===== src/rtl/upq_pkg.sv =====
// ----------------------------------------------------------------------------
// upq_pkg
// Shared types, constants and helpers of the unsorted-table priority queue.
// ----------------------------------------------------------------------------
package upq_pkg;

  // Table geometry
  localparam int unsigned Depth    = 16;
  localparam int unsigned KeyBits  = 16;
  localparam int unsigned PrioBits = 14;
  localparam int unsigned IdxW     = (Depth > 1) ? $clog2(Depth) : 1;
  localparam int unsigned CntW     = $clog2(Depth + 1);

  // Action codes
  localparam logic [2:0] ActEnq   = 3'd0;
  localparam logic [2:0] ActDeq   = 3'd1;
  localparam logic [2:0] ActChg   = 3'd2;
  localparam logic [2:0] ActPeek  = 3'd3;
  localparam logic [2:0] ActClear = 3'd4;

  // Status codes
  localparam logic [2:0] StOk       = 3'd0;
  localparam logic [2:0] StEmpty    = 3'd1;
  localparam logic [2:0] StNotFound = 3'd2;
  localparam logic [2:0] StRaise    = 3'd3;
  localparam logic [2:0] StFull     = 3'd4;

  typedef struct packed {
    logic [2:0]  action;
    logic [15:0] key;
    logic [13:0] priority_req;
  } req_t;

  typedef struct packed {
    logic [15:0] out_key;
    logic [13:0] out_priority;
    logic [4:0]  entry_count;
    logic [2:0]  status;
  } rsp_t;

  // One table entry as it sits in the RAM
  typedef struct packed {
    logic [KeyBits-1:0]  key;
    logic [PrioBits-1:0] prio;
  } entry_t;

  // Scan unit control
  typedef struct packed {
    logic clear;
    logic valid;
  } scan_ctl_t;

  // Scan unit results
  typedef struct packed {
    logic [IdxW-1:0]     best_slot;
    entry_t              best;
    logic                found;
    logic [IdxW-1:0]     match_slot;
    logic [PrioBits-1:0] match_prio;
    entry_t              last;
  } scan_res_t;

  function automatic rsp_t make_rsp(input logic [15:0] key, input logic [13:0] prio,
                                    input logic [CntW-1:0] cnt, input logic [2:0] status);
    rsp_t r;
    r.out_key      = key;
    r.out_priority = prio;
    r.entry_count  = 5'(cnt);
    r.status       = status;
    return r;
  endfunction

endpackage


===== src/rtl/upq_ram.sv =====
// ----------------------------------------------------------------------------
// upq_ram
// Generic single-clock RAM, one write port and one read port, registered read.
// ----------------------------------------------------------------------------
module upq_ram #(
  parameter int unsigned Width = 8,
  parameter int unsigned Depth = 16
) (
  input  logic                                       clk_i,
  input  logic                                       we_i,
  input  logic [((Depth > 1) ? $clog2(Depth) : 1)-1:0] waddr_i,
  input  logic [Width-1:0]                           wdata_i,
  input  logic                                       re_i,
  input  logic [((Depth > 1) ? $clog2(Depth) : 1)-1:0] raddr_i,
  output logic [Width-1:0]                           rdata_o
);

  logic [Width-1:0] mem_q [Depth];
  logic [Width-1:0] rdata_q;

  always_ff @(posedge clk_i) begin
    if (we_i) begin
      mem_q[waddr_i] <= wdata_i;
    end
    if (re_i) begin
      rdata_q <= mem_q[raddr_i];
    end
  end

  assign rdata_o = rdata_q;

endmodule


===== src/rtl/upq_scan.sv =====
// ----------------------------------------------------------------------------
// upq_scan
// Walks the read-back entries: tracks the first minimum, the first key match
// and the last entry of the table.
// ----------------------------------------------------------------------------
module upq_scan (
  input  logic                            clk_i,
  input  logic                            rst_ni,
  input  upq_pkg::scan_ctl_t              ctl_i,
  input  logic [upq_pkg::IdxW-1:0]        idx_i,
  input  logic [upq_pkg::IdxW-1:0]        last_idx_i,
  input  upq_pkg::entry_t                 data_i,
  input  logic [upq_pkg::KeyBits-1:0]     key_i,
  output upq_pkg::scan_res_t              res_o
);

  logic                             have_q, found_q;
  logic [upq_pkg::IdxW-1:0]         best_slot_q, match_slot_q;
  upq_pkg::entry_t                  best_q, last_q;
  logic [upq_pkg::PrioBits-1:0]     match_prio_q;
  logic                             take_best, take_match;

  // Strictly lower wins, so ties stay with the lowest slot
  assign take_best  = ctl_i.valid && (!have_q || (data_i.prio < best_q.prio));
  assign take_match = ctl_i.valid && !found_q && (data_i.key == key_i);

  always_ff @(posedge clk_i or negedge rst_ni) begin
    if (!rst_ni) begin
      have_q  <= 1'b0;
      found_q <= 1'b0;
    end else if (ctl_i.clear) begin
      have_q  <= 1'b0;
      found_q <= 1'b0;
    end else begin
      if (take_best)  have_q  <= 1'b1;
      if (take_match) found_q <= 1'b1;
    end
  end

  always_ff @(posedge clk_i) begin
    if (take_best) begin
      best_q      <= data_i;
      best_slot_q <= idx_i;
    end
    if (take_match) begin
      match_slot_q <= idx_i;
      match_prio_q <= data_i.prio;
    end
    if (ctl_i.valid && (idx_i == last_idx_i)) begin
      last_q <= data_i;
    end
  end

  always_comb begin
    res_o.best_slot  = best_slot_q;
    res_o.best       = best_q;
    res_o.found      = found_q;
    res_o.match_slot = match_slot_q;
    res_o.match_prio = match_prio_q;
    res_o.last       = last_q;
  end

endmodule


===== src/rtl/unsorted_array_priority_queue_core.sv =====
// ----------------------------------------------------------------------------
// unsorted_array_priority_queue_core
// Min priority queue kept as an unsorted table in one RAM.
// ----------------------------------------------------------------------------
// Timing: enqueue, clear, unused codes and empty/not-found answers give their
//   result strobe in the cycle after the transaction; dequeue, peek and change
//   priority give it after the S_SCAN, S_WAIT and S_FIN states, registered.
// Throughput: busy during a scan, new transactions taken only when idle; the
//   RAM read port scan, one entry per cycle, sets the scanning operations.
// Reset: entry count and control clear at once; table contents stay undefined.
// The result strobe lasts one cycle and cannot be stalled.
// ----------------------------------------------------------------------------
module unsorted_array_priority_queue_core (
  input  logic          clk_i,
  input  logic          rst_ni,
  input  logic          start,
  output logic          busy,
  input  upq_pkg::req_t req_i,
  output logic          result_valid_o,
  output upq_pkg::rsp_t rsp_o
);

  typedef enum logic [3:0] {
    S_IDLE = 4'b0001,
    S_SCAN = 4'b0010,
    S_WAIT = 4'b0100,
    S_FIN  = 4'b1000
  } state_e;

  typedef struct packed {
    logic [2:0]                   action;
    logic [upq_pkg::KeyBits-1:0]  key;
    logic [upq_pkg::PrioBits-1:0] prio;
  } op_t;

  state_e                    state_q, state_d;
  logic [upq_pkg::CntW-1:0]  count_q, count_d;
  logic [upq_pkg::IdxW-1:0]  idx_q, idx_d;
  op_t                       op_q, op_d;
  logic                      rd_vld_q;
  logic [upq_pkg::IdxW-1:0]  rd_idx_q;
  upq_pkg::rsp_t             rsp_q, rsp_d;
  logic                      rsp_vld_q, rsp_vld_d;

  // RAM ports
  logic                      we, re;
  logic [upq_pkg::IdxW-1:0]  waddr, raddr, last_idx;
  upq_pkg::entry_t           wdata, rdata;

  upq_pkg::scan_ctl_t        scan_ctl;
  upq_pkg::scan_res_t        scan_res;

  assign busy     = (state_q != S_IDLE);
  assign last_idx = upq_pkg::IdxW'(count_q - 1'b1);

  upq_ram #(
    .Width ($bits(upq_pkg::entry_t)),
    .Depth (upq_pkg::Depth)
  ) u_ram (
    .clk_i   (clk_i),
    .we_i    (we),
    .waddr_i (waddr),
    .wdata_i (wdata),
    .re_i    (re),
    .raddr_i (raddr),
    .rdata_o (rdata)
  );

  upq_scan u_scan (
    .clk_i      (clk_i),
    .rst_ni     (rst_ni),
    .ctl_i      (scan_ctl),
    .idx_i      (rd_idx_q),
    .last_idx_i (last_idx),
    .data_i     (rdata),
    .key_i      (op_q.key),
    .res_o      (scan_res)
  );

  always_comb begin
    state_d        = state_q;
    count_d        = count_q;
    idx_d          = idx_q;
    op_d           = op_q;
    rsp_d          = rsp_q;
    rsp_vld_d      = 1'b0;
    we             = 1'b0;
    waddr          = idx_q;
    wdata          = '0;
    re             = 1'b0;
    raddr          = idx_q;
    scan_ctl.clear = 1'b0;
    // Read data for the address issued last cycle is valid while rd_vld_q is set
    scan_ctl.valid = rd_vld_q;

    unique case (state_q)
      S_IDLE: begin
        if (start) begin
          // Capture the transaction; keys keep only the table's key width
          op_d.action = req_i.action;
          op_d.key    = upq_pkg::KeyBits'(req_i.key);
          op_d.prio   = req_i.priority_req;
          rsp_vld_d   = 1'b1;
          unique case (req_i.action)
            upq_pkg::ActEnq: begin
              if (count_q >= upq_pkg::CntW'(upq_pkg::Depth)) begin
                rsp_d = upq_pkg::make_rsp('0, '0, count_q, upq_pkg::StFull);
              end else begin
                // Append at the tail slot
                we         = 1'b1;
                waddr      = upq_pkg::IdxW'(count_q);
                wdata.key  = upq_pkg::KeyBits'(req_i.key);
                wdata.prio = req_i.priority_req;
                count_d    = count_q + 1'b1;
                rsp_d      = upq_pkg::make_rsp('0, '0, count_d, upq_pkg::StOk);
              end
            end
            upq_pkg::ActDeq, upq_pkg::ActPeek: begin
              if (count_q == '0) begin
                rsp_d = upq_pkg::make_rsp('0, '0, count_q, upq_pkg::StEmpty);
              end else begin
                // Start the scan; the result waits for its end
                rsp_vld_d      = 1'b0;
                scan_ctl.clear = 1'b1;
                idx_d          = '0;
                state_d        = S_SCAN;
              end
            end
            upq_pkg::ActChg: begin
              if (count_q == '0) begin
                rsp_d = upq_pkg::make_rsp('0, '0, count_q, upq_pkg::StNotFound);
              end else begin
                rsp_vld_d      = 1'b0;
                scan_ctl.clear = 1'b1;
                idx_d          = '0;
                state_d        = S_SCAN;
              end
            end
            upq_pkg::ActClear: begin
              count_d = '0;
              rsp_d   = upq_pkg::make_rsp('0, '0, count_d, upq_pkg::StOk);
            end
            default: begin
              // Unused codes: answer ok, touch nothing
              rsp_d = upq_pkg::make_rsp('0, '0, count_q, upq_pkg::StOk);
            end
          endcase
        end
      end

      S_SCAN: begin
        // Issue one read per cycle, slot 0 up to the tail
        re    = 1'b1;
        raddr = idx_q;
        idx_d = upq_pkg::IdxW'(idx_q + 1'b1);
        if (idx_q == last_idx) begin
          state_d = S_WAIT;
        end
      end

      S_WAIT: begin
        // Last read data lands in the scan unit at the end of this cycle
        state_d = S_FIN;
      end

      S_FIN: begin
        state_d   = S_IDLE;
        rsp_vld_d = 1'b1;
        unique case (op_q.action)
          upq_pkg::ActDeq: begin
            // Move the tail entry into the freed slot, shrink the table
            we      = 1'b1;
            waddr   = scan_res.best_slot;
            wdata   = scan_res.last;
            count_d = count_q - 1'b1;
            rsp_d   = upq_pkg::make_rsp(16'(scan_res.best.key), scan_res.best.prio,
                                        count_d, upq_pkg::StOk);
          end
          upq_pkg::ActPeek: begin
            rsp_d = upq_pkg::make_rsp(16'(scan_res.best.key), scan_res.best.prio,
                                      count_q, upq_pkg::StOk);
          end
          upq_pkg::ActChg: begin
            if (!scan_res.found) begin
              rsp_d = upq_pkg::make_rsp('0, '0, count_q, upq_pkg::StNotFound);
            end else if (scan_res.match_prio < op_q.prio) begin
              rsp_d = upq_pkg::make_rsp('0, '0, count_q, upq_pkg::StRaise);
            end else begin
              we         = 1'b1;
              waddr      = scan_res.match_slot;
              wdata.key  = op_q.key;
              wdata.prio = op_q.prio;
              rsp_d      = upq_pkg::make_rsp('0, '0, count_q, upq_pkg::StOk);
            end
          end
          default: begin
            rsp_d = upq_pkg::make_rsp('0, '0, count_q, upq_pkg::StOk);
          end
        endcase
      end

      default: begin
        state_d = S_IDLE;
      end
    endcase
  end

  always_ff @(posedge clk_i or negedge rst_ni) begin
    if (!rst_ni) begin
      state_q   <= S_IDLE;
      count_q   <= '0;
      idx_q     <= '0;
      rd_vld_q  <= 1'b0;
      rsp_vld_q <= 1'b0;
    end else begin
      state_q   <= state_d;
      count_q   <= count_d;
      idx_q     <= idx_d;
      rd_vld_q  <= re;
      rsp_vld_q <= rsp_vld_d;
    end
  end

  // Payload registers: no reset
  always_ff @(posedge clk_i) begin
    op_q     <= op_d;
    rsp_q    <= rsp_d;
    rd_idx_q <= raddr;
  end

  assign result_valid_o = rsp_vld_q;
  assign rsp_o          = rsp_q;

endmodule


===== config.mk =====
export PLATFORM = sky130hd
export DESIGN_NAME = unsorted_array_priority_queue_core
export DESIGN_NICKNAME = d
export VERILOG_FILES = /design/src/rtl/upq_pkg.sv /design/src/rtl/upq_ram.sv /design/src/rtl/upq_scan.sv /design/src/rtl/unsorted_array_priority_queue_core.sv
export SDC_FILE = /design/constraint.sdc
export NUM_CORES = 1
export LEC_CHECK = 0
export BUFFER_PORTS_ARGS = -buffer_cell sky130_fd_sc_hd__buf_2
export CORE_AREA = 2 2 209 211
export CTS_BUF_LIST = sky130_fd_sc_hd__clkbuf_8
export DETAILED_ROUTE_END_ITERATION = 10
export DIE_AREA = 0 0 211 213
export PLACE_DENSITY = 0.81
export RECOVER_POWER = 100
export SLEW_MARGIN = 20
export SYNTH_ARGS = -nofsm -noshare
export SYNTH_HDL_FRONTEND = slang
export SYNTH_SLANG_ARGS = --single-unit

===== constraint.sdc =====
create_clock -name clk_i -period 6.4 [get_ports clk_i]
set_clock_uncertainty 0.1 [all_clocks]
set_input_delay 0.32 -clock clk_i [delete_from_list [all_inputs] [get_ports clk_i]]
set_output_delay 0.32 -clock clk_i [all_outputs]
set_load 0.02 [all_outputs]

==> implementation parameters, run 1 <==
Parameter                              Value

Critical path
  Critical Setup Path Class ... reg -> reg
  Max stage delay on crit path ... 1.63 ns
  Worst reg2reg path depth ... 9
  Critical path's top delay family ... compound AO/OA/AOI/OAI gates
  End of the worst register-to-register path ... u_ram.mem_q[1][1]
  Library cell contributing the largest single delay on the critical path ... sky130_fd_sc_hd__o21ai_0
  Arrival time at the worst endpoint ... 5.17 ns
  Reg-to-reg startpoint ... op_q[11]
  Biggest fanout along the worst timing path ... 30
  Startpoint Class ... flop
  Worst path buffer plus inverter count ... 2
  Crit path capture type ... flop
  Series of cell instances along the critical path ... inv_1 -> ha_1 -> nand2_1 -> nor4_1 -> nand3_1 -> o21ai_4 -> buf_4 -> a22oi_1 -> o21ai_0
  Required time reported for the critical path endpoint ... 6.47 ns
  Reg2Reg Setup Slack ... 1.31 ns

Power and ir drop
  Combinational power share ... roughly a fifth
  Fraction of power consumed by sequential logic ... between 50% and 60%
  Relative contribution of the clock network to total power ... around 30%
  PwrDens ... approximately 360 mW/mm²
  VDD IR max ... about 0.00022 V
  Internal ... 7.90 mW
  Sw frac ... 27.9%
  Lkg Pwr ... 9.87 nW
  Switching power of the nets ... 3.06 mW
  Overall power after layout ... between 10 and 15 mW

Job
  Number of max-capacitance violations reported ... 17

Global routing
  Antenna violations before repair ... 0
  Total Routing Usage GR ... between 20 and 30%
  Maximum number of pins on one net before global-route repair ... 82
  Aggregate global routing overflow ... 0
  Vias in the first global route ... between 10,000 and 15,000
  Global-route wire length before repair ... 92,700 µm

Finish
  Filler-free cell count of the finished design ... 2,204
  Net count, final ... roughly 1,600
  Number of antenna cells inserted ... 0
  Most common cell after layout, fill and taps aside ... sky130_fd_sc_hd__edfxtp_1
  Number of filler instances in the final layout ... ~2,500
  Ratio of cells with drive above 1 in the final layout ... roughly a fifth
  Area Overhead vs Synth ... 12.7%
  Most frequent cells in the layout ... sky130_fd_sc_hd__edfxtp_1 (663), sky130_fd_sc_hd__mux4_2 (150), sky130_fd_sc_hd__clkbuf_8 (108)

Clocking
  CTS tree ... done
  Source-to-sink clock delay at the later pin of the worst-skew pair ... roughly 0.70 ns
  Clock Path Buffers ... 3
  Clock Sinks ... between 600 and 700
  Total of hold buffers inserted after clock tree synthesis ... 37
  Quantity of gates resized following cts ... 0
  Clock input transition at the sequential cells of the worst setup and hold paths ... 0.07 ns
  Post CTS Setup Buffer Count ... 0
  Cts bufs inserted ... 103
  Cell at the root of the clock tree ... sky130_fd_sc_hd__clkbuf_8
  Htree depth ... 3

Logic synthesis
  Sequential-to-total area share from yosys stat ... 75.4%
  Most common flop cell mapped by yosys ... sky130_fd_sc_hd__edfxtp_1
  Share of flip-flops with an asynchronous set or reset after synthesis ... 2.49%
  Warnings, synthesis ... 0
  Yosys cell types ... 69
  Number of register bits inferred by synthesis ... 684
  Synth Area per Inst ... 19.8 µm²
  Count of flip-flops with a built-in enable after synthesis ... between 600 and 700
  Synthesized cell area ... 0.0271 mm²
  Syn_nets ... 1,435
  Synth Instances ... roughly 1,400

STA
  Shortest clock period the worst path allows after layout ... 5.09 ns
  Share of the cycle needed by the critical path after routing ... roughly four fifths
  Tightest Pin Transition ... 3.11 ns
  Setup slack of the critical path after layout ... roughly 1.3 ns
  RSZ-0062 raised after global routing ... false
  Final sum of negative setup slack ... 0 ns
  Final Max Slew Viols ... around 440
  Final count of hold timing violations ... 0
  Endpoints failing setup ... 0
  Smallest hold slack ... 0.280 ns
  Slew Limit Headroom ... -107%
  FMAX ... approximately 200 MHz

Placement
  Number of I/O port buffers ... 75
  Half-perimeter wire length of the detailed placement result ... 36,600 µm
  Pre-CTS worst setup slack ... 2.16 ns
  Global placement routability congestion ... 0.960
  Placed cell count ... 1,976

Run status
  Run status ... finished, violations left
  Violated checks ... capacitance limit, slew limit

Route
  Wire length per cell after detailed routing ... between 20 and 30 µm
  Routed via count ... 14,700
  Number of search-and-repair iterations in the first detailed-routing pass ... 7
  Count of antenna-violating nets left after detailed routing ... 0
  Routed wire length ... 62,700 µm
  Drt first-iter violations ... 1,985
  Detailed-route vias per instance ... 6.67
  DRC violations left ... 0

Floorplanning
  Die Span Y ... 213 µm
  Die outline width ... 211 µm
  Number of rows created at floorplan ... 76
  IO Count ... 76
  Initial cell density of the core ... 63.4%
  DIE AREA ... between 0.04 and 0.05 mm²
  Core Box Area ... 0.0427 mm²

Hold path
  Hold Crit Class ... in -> reg
  Worst Hold Launch ... req_i[29]
  End point of the worst hold path ... op_q[29]
  Hold path cells ... 2
==> worst max path at each step <==
| stage | startpoint | to | slack [ns] | cells past startpoint |
|---|---|---|---|---|
| floorplan | op_q[13] | u_ram.mem_q[15][0] | 1.52 | 9 |
| global placement | state_q[2] | u_ram.mem_q[15][11] | 2.40 | 7 |
| detailed placement | op_q[32] | u_ram.mem_q[7][24] | 2.16 | 7 |
| CTS | op_q[11] | u_ram.mem_q[13][9] | 2.07 | 10 |
| global route | state_q[0] | u_ram.mem_q[9][21] | 1.03 | 6 |
| finish | op_q[11] | u_ram.mem_q[1][1] | 1.31 | 9 |
==> cells in the mapped netlist, drive strengths merged (16+ instances only) <==
library cell | instances | area (µm²)
buf | 22 | 110
nand2 | 63 | 236
edfxtp | 663 | 19900
and2 | 34 | 213
inv | 36 | 135
nor2 | 26 | 97.6
mux4 | 150 | 3380
o21ai | 52 | 260
a21oi | 38 | 190
clkbuf | 43 | 161
ha | 30 | 375
a22oi | 30 | 225
xnor2 | 19 | 166
dfrtp | 16 | 400
==> per-stage QoR <==
step                util, %  area, µm²
CTS                    71.9      30700
floorplan                 -      27100
global placement       66.6      28400
detailed placement     66.7      28500
finish                 71.5      30500
global route           71.5      30500
==> cells by family after synthesis <==
kind of cell,count (synthesis),share of synthesized area (%)
AO/OA/AOI/OAI,175,4.17
XOR/XNOR,30,0.971
buffers and inverters,102,1.52
adder cells (fa/ha/maj),30,1.39
flip-flops,684,75.4
AND/OR/NAND/NOR,197,4.02
multiplexers,151,12.5
==> layer usage <==
metal  global-route usage [%]  vias up  part of all wire, %
li1                         -     6012                    -
met1                     40.3     7483                   37
met2                     45.5     1019                   48
met3                     6.19      180                   10
met4                     10.9        0                  4.1
met5                        0        -                    0
==> layout make-up <==
| class | count | area [µm²] | share of cell area (%) |
|---|---|---|---|
| clock inverter | 79 | 394 | 1.29 |
| inverter | 37 | 139 | 0.455 |
| multi-input combinational | 583 | 6320 | 20.7 |
| tap | 546 | 683 | 2.24 |
| clock buffer | 108 | 1490 | 4.87 |
| sequential | 684 | 20400 | 66.9 |
| timing repair buffer | 167 | 1070 | 3.49 |
==> registers in the layout (all words and copies together), names as in the netlist <==
name and count:
idx_q 4, u_ram.rdata_o 30, u_scan.match_prio_q 14, u_scan.res_o 60, u_scan.match_slot_q 4, u_ram.mem_q 480
rd_vld_q 1, rd_idx_q 4, rsp_o 38, u_scan.found_q 1, count_q 5, u_scan.have_q 1
u_scan.best_slot_q 4, result_valid_o 1, op_q 33, state_q 4
==> power groups by stage <==
stage | Combinational (mW) | Sequential, mW | Clock, mW
2_1_floorplan | 1.49 | 5.55 | 0
3_3_place_gp | 1.94 | 5.70 | 0
3_5_place_dp | 1.99 | 5.72 | 0
4_1_cts | 2.03 | 5.63 | 3.30
5_1_grt | 2.26 | 5.61 | 3.50
6_report | 2.10 | 5.59 | 3.27
Note: power is estimated with default switching activity, not from simulation.
==> run 2: changes to the inputs <==
Settings changed: CORE_AREA 2 2 209 211 to 2 2 220 222, DIE_AREA 0 0 211 213 to 0 0 222 224, PLACE_DENSITY 0.81 to 0.77.
Clock period 6.4 ns to 4.4 ns, I/O delays scaled along.
==> run 2 against run 1 <==
  * The flow still finishes with violations (capacitance limit, slew limit)
  * Sequential power up 44%
  * Combinational power grew 43%
  * Utilization is 6.7 points lower
  * Non-clock buffer count increased by 24
  * Register-to-register slack worse by 1.0 ns
  * Power rose by 44%
  * Hold slack lost 0.11 ns
  * Sequential share of layout area shrank 0.34 points
  * Sequential cell count unchanged
  * Critical path type unchanged
  * Critical endpoint is now u_ram.mem_q[8][7]
  * Largest cell class unchanged
  * Largest power group unchanged
==> implementation parameters, run 2 (synthesized netlist as in run 1, its figures left out) <==
Parameter                              Value

Route
  Detailed-route vias per instance ... 6.24
  Count of antenna-violating nets left after detailed routing ... 0
  Routed via count ... roughly 14,000
  DRC violations left ... 0
  Drt first-iter violations ... 1,702
  Routed wire length ... ~59,000 µm
  Number of search-and-repair iterations in the first detailed-routing pass ... 5
  Wire length per cell after detailed routing ... 25.9 µm

Floorplanning
  Number of rows created at floorplan ... 80
  Die outline width ... 222 µm
  Initial cell density of the core ... 57.2%
  IO Count ... 76
  DIE AREA ... 0.0497 mm²
  Die Span Y ... between 200 and 250 µm
  Core Box Area ... around 0.047 mm²

Global routing
  Aggregate global routing overflow ... 0
  Maximum number of pins on one net before global-route repair ... between 100 and 150
  Global-route wire length before repair ... 89,200 µm
  Vias in the first global route ... 14,500
  Total Routing Usage GR ... 24.3%
  Antenna violations before repair ... 0

Finish
  Max reg flops ... 480
  Ratio of cells with drive above 1 in the final layout ... 21.3%
  Area Overhead vs Synth ... 13.3%
  Number of antenna cells inserted ... 0
  Biggest register ... u_ram.mem_q
  Most common cell after layout, fill and taps aside ... sky130_fd_sc_hd__edfxtp_1
  Util after Layout ... 64.8%
  Most frequent cells in the layout ... sky130_fd_sc_hd__edfxtp_1 (663), sky130_fd_sc_hd__mux4_2 (150), sky130_fd_sc_hd__clkbuf_8 (110)
  Number of filler instances in the final layout ... 3,138
  Net count, final ... 1,670

STA
  Shortest clock period the worst path allows after layout ... 4.09 ns
  Endpoints failing setup ... 0
  Final count of hold timing violations ... 0
  Final Max Slew Viols ... 152
  Tightest Pin Transition ... roughly 2.5 ns
  FMAX ... approximately 240 MHz
  Share of the cycle needed by the critical path after routing ... 93.0%
  Slew Limit Headroom ... -67.8%
  Final sum of negative setup slack ... 0 ns
  RSZ-0062 raised after global routing ... false

Placement
  Number of I/O port buffers ... 75
  Global placement routability congestion ... 0.865
  Half-perimeter wire length of the detailed placement result ... 36,700 µm

Critical path
  Reg2Reg Setup Slack ... about 0.3 ns
  Arrival time at the worst endpoint ... 4.29 ns
  Critical Setup Path Class ... reg -> reg
  End of the worst register-to-register path ... u_ram.mem_q[8][7]
  First element of the critical path ... u_scan.match_prio_q[13]
  Required time reported for the critical path endpoint ... 4.59 ns
  Worst reg2reg path depth ... 10
  Startpoint Class ... flop
  Reg-to-reg startpoint ... u_scan.match_prio_q[13]
  Worst setup path end ... u_ram.mem_q[8][7]
  Biggest fanout along the worst timing path ... 11
  Crit path capture type ... flop

Clocking
  Clock Sinks ... 684
  Clock Path Buffers ... 3
  Cts bufs inserted ... ~110
  Cell at the root of the clock tree ... sky130_fd_sc_hd__clkbuf_8
  Htree depth ... 3
  CTS tree ... done
  Post CTS Setup Buffer Count ... 0
  Source-to-sink clock delay at the later pin of the worst-skew pair ... 0.68 ns
  Quantity of gates resized following cts ... 0
  Clock input transition at the sequential cells of the worst setup and hold paths ... 0.06 ns

Power and ir drop
  VDD IR max ... approximately 0.00043 V
  PwrDens ... 516 mW/mm²
  Lkg Pwr ... about 10 nW
  Overall power after layout ... 15.8 mW

Job
  Number of max-capacitance violations reported ... 3

Run status
  Violated checks ... capacitance limit, slew limit
  Run status ... finished, violations left

Hold path
  Hold Crit Class ... in -> reg
## run 2: power by group
group / leakage (nW) / internal [mW] / switching (mW)
Clock: 1.12 / 2.42 / 2.34
Sequential: 6.31 / 7.68 / 0.374
Combinational: 2.63 / 1.35 / 1.66
Total: 10.1 / 11.5 / 4.37
## run 2: worst max-delay path, cell delays in order, from the launching register on
cell	delay, ns
sky130_fd_sc_hd__edfxtp_1	0.38
sky130_fd_sc_hd__ha_1	0.33
sky130_fd_sc_hd__nand2_1	0.08
sky130_fd_sc_hd__nor4_1	0.57
sky130_fd_sc_hd__nand3_1	0.20
sky130_fd_sc_hd__o21ai_2	0.23
sky130_fd_sc_hd__buf_4	0.22
sky130_fd_sc_hd__a211oi_1	0.14
sky130_fd_sc_hd__nand4b_1	0.40
sky130_fd_sc_hd__nor3_1	0.53
sky130_fd_sc_hd__clkbuf_2	0.53
## run 2: area by class of cell
cell class | count | area, µm² | area share, %
clock buffer | 110 | 1510 | 4.94
clock inverter | 77 | 374 | 1.22
sequential | 684 | 20400 | 66.6
tap | 615 | 769 | 2.51
multi-input combinational | 583 | 6350 | 20.7
inverter | 37 | 139 | 0.453
timing repair buffer | 191 | 1100 | 3.58
## run 2: worst min-delay path by stage
stage / start / endpoint / slack, ns / depth (start not counted)
after floorplan: rst_ni / count_q[0] / -0.18 / 0
after global placement: rst_ni / count_q[2] / 0.05 / 1
after detailed placement: rst_ni / count_q[2] / 0.05 / 1
after CTS: req_i[23] / op_q[23] / 0.12 / 2
after global routing: req_i[26] / op_q[26] / 0.17 / 2
final: req_i[26] / op_q[26] / 0.17 / 2
## run 2: per-stage QoR
step / std cells / hold slack, ns / setup slack [ns] / instance area (µm²)
5_1_grt: 2297 / 0.166 / 0.150 / 30700
3_5_place_dp: 2073 / 0.0501 / 0.540 / 28800
2_1_floorplan: 1369 / -0.176 / -0.409 / 27100
6_report: 2297 / 0.171 / 0.308 / 30700
3_3_place_gp: 2073 / 0.0487 / 0.663 / 28800
4_1_cts: 2297 / 0.123 / 0.492 / 31100
## run 2: layer usage
metal,routed length (µm),up-vias,GRT usage (%)
li1,-,6070,-
met1,24500,7400,35.4
met2,28500,760,38.0
met3,5130,92,4.74
met4,1350,0,7.48
met5,0,-,0
## run 2: what timing repair did
item / 4_1_cts / 5_1_grt
setup endpoints to repair: 0 / 0
hold buffers: 37 / 0
hold endpoints to repair: 235 / 0
